File: config.mk
export PLATFORM = sky130hd
export DESIGN_NAME = ntri_dist
export DESIGN_NICKNAME = d
export VERILOG_FILES = /design/src/rtl/core/ntri_pkg.sv /design/src/rtl/core/ntri_dist.sv
export SDC_FILE = /design/constraint.sdc
export NUM_CORES = 1
export LEC_CHECK = 0
export ABC_CLOCK_PERIOD_IN_PS = 5200
export BUFFER_PORTS_ARGS = -buffer_cell sky130_fd_sc_hd__buf_2
export CORE_MARGIN = 1
export CORE_UTILIZATION = 45
export DETAILED_ROUTE_END_ITERATION = 6
export PLACE_DENSITY = 0.66
export SYNTH_ARGS = -nofsm -noshare
export SYNTH_HDL_FRONTEND = slang
export SYNTH_SLANG_ARGS = --single-unit
File: constraint.sdc
create_clock -name clk -period 5.2 [get_ports clk]
set_input_delay 0 -clock clk [delete_from_list [all_inputs] [get_ports clk]]
set_output_delay 0 -clock clk [all_outputs]
set_load 0.01 [all_outputs]
File: src/rtl/core/ntri_pkg.sv
// Package for the nearest timestamp ring index block.
// Holds ring sizes, request codes, sequencer states and pointer helpers.
// No dependencies.
`timescale 1ns / 1ps
`default_nettype none

package ntri_pkg;

  localparam int ENTRIES = 512;
  localparam int PTR_W   = $clog2(ENTRIES);
  localparam int STAMP_W = 32;
  localparam int FRAME_W = 31;

  localparam logic [STAMP_W-1:0] HALF_RANGE = 32'h7FFF_FFFF;

  typedef logic [PTR_W-1:0] ptr_t;

  typedef enum logic [1:0] {
    REQ_PUT   = 2'd0,
    REQ_FIND  = 2'd1,
    REQ_CLEAR = 2'd2
  } req_t;

  typedef enum logic [1:0] {
    ST_IDLE,
    ST_SCAN,
    ST_DRAIN,
    ST_DONE
  } state_t;

  typedef struct packed {
    logic clear;
    logic vld;
  } dist_ctl_t;

  function automatic ptr_t ptr_next(input ptr_t p);
    ptr_t r;
    r = (p == PTR_W'(ENTRIES - 1)) ? '0 : p + PTR_W'(1);
    return r;
  endfunction

  function automatic ptr_t ptr_prev(input ptr_t p);
    ptr_t r;
    r = (p == '0) ? PTR_W'(ENTRIES - 1) : p - PTR_W'(1);
    return r;
  endfunction

endpackage

`default_nettype wire

File: src/rtl/core/ntri_dist.sv
// Distance and compare unit: folded timestamp distance, then best-so-far.
// Two stages; depends on ntri_pkg.
`timescale 1ns / 1ps
`default_nettype none

module ntri_dist (
  input  wire logic                         clk,
  input  wire logic                         rst,
  input  wire ntri_pkg::dist_ctl_t          ctl,
  input  wire logic [ntri_pkg::STAMP_W-1:0] query,
  input  wire logic [ntri_pkg::STAMP_W-1:0] stamp,
  input  wire logic [ntri_pkg::FRAME_W-1:0] frame,
  output      logic                         busy,
  output      logic [ntri_pkg::FRAME_W-1:0] best_index
);

  logic [ntri_pkg::STAMP_W-1:0] diff;
  logic [ntri_pkg::STAMP_W-1:0] fold;
  logic [ntri_pkg::STAMP_W-1:0] cur_dist;
  logic [ntri_pkg::FRAME_W-1:0] dist_frame;
  logic                         dist_vld;
  logic [ntri_pkg::STAMP_W-1:0] best_dist;

  always_comb begin
    diff = (stamp < query) ? (query - stamp) : (stamp - query);
    fold = (diff > ntri_pkg::HALF_RANGE) ? ~diff : diff;
  end

  always_ff @(posedge clk) begin
    if (rst || ctl.clear) begin
      dist_vld <= 1'b0;
    end else begin
      dist_vld <= ctl.vld;
    end
  end

  always_ff @(posedge clk) begin
    cur_dist   <= fold;
    dist_frame <= frame;
  end

  // strict compare: on a tie the earlier (newer) entry stays
  always_ff @(posedge clk) begin
    if (ctl.clear) begin
      best_dist  <= '1;
      best_index <= '0;
    end else if (dist_vld && (cur_dist < best_dist)) begin
      best_dist  <= cur_dist;
      best_index <= dist_frame;
    end
  end

  assign busy = dist_vld;

endmodule

`default_nettype wire

### Yosys cells after proc, flatten, opt, wreduce, memory -nomap -nowiden

Index checks and enable logic that the tools add are counted.

* flip-flop bits (word level): 127
* input bits: 99
* output and inout port bits: 32
* word-level logic and storage cells: 15

* $add $sub $neg: 2
* magnitude comparators: 3
* multiplexer cells: 2
* bitwise operators: 1
* reductions and logical operators: 2

Operators by type and width (number)
* 32-bit less-than comparator: 2
* 32-bit two-way mux: 2
* 32-bit subtractor: 2
* 32-bit by 31-bit > comparator with 1-bit output, second input constant: 1
* 32-bit NOT: 1
* 1-bit logical AND: 1
* 1-bit logical OR: 1

### Logic depth before layout (Yosys ltp)

* word-level depth: 4
* depth in mapped cells: 15
* depth with buffers taken out: 13

### Worst setup path before layout

OpenSTA, ideal clock, no wires.

* path type: reg-to-reg
* start: register best_dist[13] in the netlist's numbering
* end: register best_index[0] in the netlist's numbering
* setup time: 128 ps
* arrival: 2437 ps
* data required time: 5072 ps
* slack: 2635 ps
* cell stages (with the launch flop): 14
* path through: dfxtp_1 -> inv_1 -> ha_1 -> a21o_1 -> a21o_1 -> a21oi_1 -> o22ai_1 -> a211oi_1 -> nand2_1 -> a31oi_1 -> clkbuf_1 -> buf_2 -> mux2i_1 -> nor2_1

* cells in the longest elaborated chain, start to end: 2

Ends and longest elaborated chain
* start: declaration: RTL line ntri_dist.sv:22 `logic [ntri_pkg::STAMP_W-1:0] best_dist;`
* start signal: assignment: RTL line ntri_dist.sv:48 `best_dist <= cur_dist;`
* 32-bit less-than comparator: RTL line ntri_dist.sv:47 `end else if (dist_vld && (cur_dist < best_dist)) begin`
* 1-bit logical AND: RTL line ntri_dist.sv:47
* end signal: assignment: RTL line ntri_dist.sv:49 `best_index <= dist_frame;`
* end: declaration: RTL line ntri_dist.sv:14 `output logic [ntri_pkg::FRAME_W-1:0] best_index`

Every way passes these cells.
A chain may end at the register's enable or synchronous reset.

### Final worst setup path

* start: input port stamp[0] in the netlist's numbering
* end: register cur_dist[0] in the netlist's numbering

* cells in the longest elaborated chain, start to end: 4

Ends and longest elaborated chain
* start: declaration: RTL line ntri_dist.sv:11 `input wire logic [ntri_pkg::STAMP_W-1:0] stamp,`
* 32-bit subtractor or 32-bit less-than comparator (tied branches): RTL line ntri_dist.sv:25 `diff = (stamp < query) ? (query - stamp) : (stamp - query);`
* 32-bit two-way mux *: RTL line ntri_dist.sv:25
* 32-bit by 31-bit > comparator with 1-bit output or 32-bit NOT (tied branches): RTL line ntri_dist.sv:26 `fold = (diff > ntri_pkg::HALF_RANGE) ? ~diff : diff;`
* 32-bit two-way mux *: RTL line ntri_dist.sv:26
* named net fold, one bit: RTL line ntri_dist.sv:18 `logic [ntri_pkg::STAMP_W-1:0] fold;`
* end signal: assignment: RTL line ntri_dist.sv:38 `cur_dist <= fold;`
* end: declaration: RTL line ntri_dist.sv:19 `logic [ntri_pkg::STAMP_W-1:0] cur_dist;`

Mark *: on every way through the listed nets, which the timed path passes. The rest lies on a longest branch.

==> metrics.md <==
| Metric | Value |
|---|---|
| Outcome | `complete, no violations` |
| Vias in the first global route | `6573` |
| WP buf/inv | `5` |
| Comb power frac | `0.288` |
| Post-synthesis register bit count | `127` |
| Worst Path Max Fanout | `28` |
| Area of the core | `0.0175 sq mm` |
| Flop pwr share | `0.367` |
| Leak | `0.00493 uW` |
| Buffers on Ports | `130` |
| Post-route antenna net violation count | `0` |
| Least-Margin Pin Slew | `0.893 ns` |
| Post-synthesis xor/xnor area fraction | `0.0668` |
| Crit end category | `flip-flop` |
| Fmax | `259 MHz` |
| GP Congestion | `0.908` |
| Crit path max-delay cell type | `xor2_4` |
| Pwr/cell area | `346 mW/mm^2` |
| Worst-path clk slew | `0.05 ns` |
| Post-layout util | `0.563` |
| Simple-gate share of the synthesized area | `0.113` |
| Post-synth EDFFs | `0` |
| Detailed Routing Iterations Pass 1 | `5` |
| Count of cell types in the netlist | `67` |
| Via-per-instance ratio | `5.14` |
| TritonCTS Sinks | `127` |
| Post-Route WL | `18.2 mm` |
| # Post-CTS Setup Buffers | `0` |
| DR WL/cell | `13.7 microns` |
| Vias after detailed routing | `6831` |
| Family with the most delay on the worst path | `compound AO/OA/AOI/OAI gates` |
| Post-Syn Instances | `952` |
| Sw frac | `0.301` |
| Final Cell Area | `0.00985 sq mm` |
| Setup Crit Path Kind | `in2reg` |
| Clock tree from TritonCTS | `built` |
| First-pass GRT wire length | `30.7 mm` |
| Iter 0 DRT Violations | `271` |
| Seq/Total Area, Yosys | `0.312` |
| Crit-path cells | `dlygate4sd3_1 -> buf_2 -> inv_1 -> ha_1 -> inv_1 -> fa_1 -> a211oi_2 -> o21a_2 -> a211oi_2 -> o211ai_2 -> nand3_4 -> o31ai_2 -> xor2_4 -> buf_4 -> xor2_1` |
| Die Ht | `137 microns` |
| Mux cell area share after synthesis | `0.0551` |
| Cts bufs inserted | `17` |
| Clock Skews | `0.00649 ns` |
| RSZ-0062 raised after global routing | `false` |
| DRC violations left | `0` |
| Largest family of logic cells by synthesized area | `compound AO/OA/AOI/OAI gates` |
| Htree depth | `4` |
| Avg Cell Area, Syn | `8.56 sq um` |
| Clock tree buffer depth | `2` |
| Final max-slew violation count | `0` |
| Crit-path max cell delay | `0.70 ns` |
| Worst Path Required | `5.53 ns` |
| Area fraction in compound gates after synthesis | `0.218` |
| # IOs | `131` |
| Final worst-path cycle share | `0.743` |
| Final Hold Fails | `0` |
| Root buffer cell | `clkbuf_16` |
| Die area | `0.0186 sq mm` |
| Critical path startpoint category | `input pin` |
| Share of cells above drive strength 1 | `0.168` |
| Cell Int Power | `2380 uW` |
| Setup TNS | `0 ns` |
| Post-Synth Adder-Cell Area | `0.152` |
| Starting Density | `0.466` |
| Cell area after synthesis | `0.00815 sq mm` |
| Pin count of the biggest net entering global routing | `65` |
| Final #Nets | `1288` |
| DP HPWL | `13.4 mm` |
| Min-delay worst type | `in2reg` |
| Slew HR | `0.404` |
| Max IR drop VDD | `0.242 mV` |
| Tmin final | `3.86 ns` |
| GRT Total Usage | `0.205` |
| Area growth syn-to-layout | `20.8%` |
| Syn_nets | `1149` |
| Arr. time, crit path | `4.20 ns` |
| Share of flip-flops with an asynchronous set or reset | `0` |
| FP Rows | `48` |
| Placed Area | `0.00890 sq mm` |
| Antenna violations before repair | `0` |
| Synth Flop Type | `dfxtp_1` |
| DIE WIDTH | `137 microns` |
| Clk_lat worst skew | `0.40 ns` |
| Power Total | `3410 uW` |
| Final setup vio count | `0` |
| Clock power frac | `0.346` |
| Ant diodes | `0` |
| Max Cap Viol | `0` |
| Remaining global-route overflow | `0` |
| Yosys warnings | `0` |
| Switching power | `1030 uW` |
==> cells in the mapped netlist, drive strengths merged (11+ instances only) <==
| cell type | n | area share |
|---|---|---|
| inv | 111 | 0.051 |
| buf | 33 | 0.024 |
| nand4 | 14 | 0.012 |
| xor2 | 14 | 0.015 |
| mux2i | 40 | 0.050 |
| o211ai | 11 | 0.011 |
| o21bai | 11 | 0.010 |
| ha | 96 | 0.15 |
| a211oi | 12 | 0.012 |
| a21o | 34 | 0.031 |
| xnor2 | 43 | 0.046 |
| nor2 | 90 | 0.041 |
| o21ai | 40 | 0.025 |
| clkbuf | 15 | 0.0069 |
| a211o | 35 | 0.038 |
| nand2 | 41 | 0.019 |
| a21oi | 85 | 0.052 |
| dfxtp | 127 | 0.31 |
==> placed cells by master (no fill, tap or decap), types with 11 or more instances in the layout <==
master,netlist,routed
buf_2,21,130
o21ai_0,37,37
a21oi_1,85,85
a21o_1,34,34
nand2_1,40,40
nor2_1,90,90
dlygate4sd3_1,0,34
clkbuf_16,0,17
inv_1,111,111
xnor2_1,43,43
xor2_1,14,13
nand4_1,13,13
a211o_1,35,35
mux2i_1,39,39
ha_1,96,96
o21bai_1,11,11
dfxtp_1,127,127
==> worst register-to-register path: stages, from the launching register on <==
cell      delay, ns
dfxtp_1        0.30
inv_1          0.04
ha_1           0.29
a21o_1         0.16
a21o_1         0.17
a21oi_1        0.20
o22ai_1        0.10
a211oi_1       0.18
nand2_1        0.12
a31oi_4        0.72
buf_12         0.41
nor2b_1        0.12
a211o_1        0.26
==> path summary, 6_finish.rpt <==
check	slack (ns)	start	endpoint	cells past startpoint
max	1.34	stamp[0]	cur_dist[0]	15
min	0.06	query[0]	cur_dist[0]	4
max reg2reg	2.01	best_dist[25]	best_dist[0]	12
min reg2reg	0.46	dist_frame[29]	best_index[29]	2
==> final cells by class <==
class                      instances  area [sq um]
clock buffer                      22           464
clock inverter                    10           136
fill                            1597          7630
inverter                         111           417
multi-input combinational        666          4970
sequential                       127          2540
tap                              225           282
timing repair buffer             168          1030
==> through the flow <==
stage | hold WS, ns | setup WS, ns | cells
CTS | 0.0298 | 1.37 | 1329
floorplan | 0.0277 | 2.64 | 952
global placement | 0.103 | 1.62 | 1263
finish | 0.0551 | 1.34 | 1329
global route | 0.0559 | 1.10 | 1329
detailed placement | 0.104 | 1.49 | 1263
==> what timing repair did <==
item                                   4_1_cts  5_1_grt
endpoints found under the hold margin       33        0
hold buffers                                34        0
gates resized for setup                      0        0
==> sequential cells by signal (all words and copies together), names as in the netlist <==
register / flops
dist_frame: 31
cur_dist: 32
busy: 1
best_dist: 32
best_index: 31
==> kinds of logic (layout without fill, tap and decap cells) <==
family	after synthesis	count (layout)
AOI/OAI and AO/OA	267	267
and+or+nand+nor	197	197
buffers and inverters	159	311
DFF	127	127
adders and majority gates	98	98
xor gates and xnor gates	59	59
muxes	44	44
other	1	1
==> power by group through the flow <==
stage / logic [uW] / registers (uW) / clock network (uW)
global route: 1110 / 1270 / 1250
global placement: 946 / 1270 / 0
floorplan: 747 / 1240 / 0
finish: 981 / 1250 / 1180
CTS: 983 / 1250 / 1210
detailed placement: 957 / 1270 / 0
==> routing by layer <==
metal,GRT usage,share of wire,up-vias
met1,0.274,0.49,3049
li1,-,-,3555
met2,0.326,0.44,205
met3,0.0348,0.054,22
met5,0,0,-
met4,0.0809,0.017,0
No activity file was read; power rests on OpenSTA's default activity.
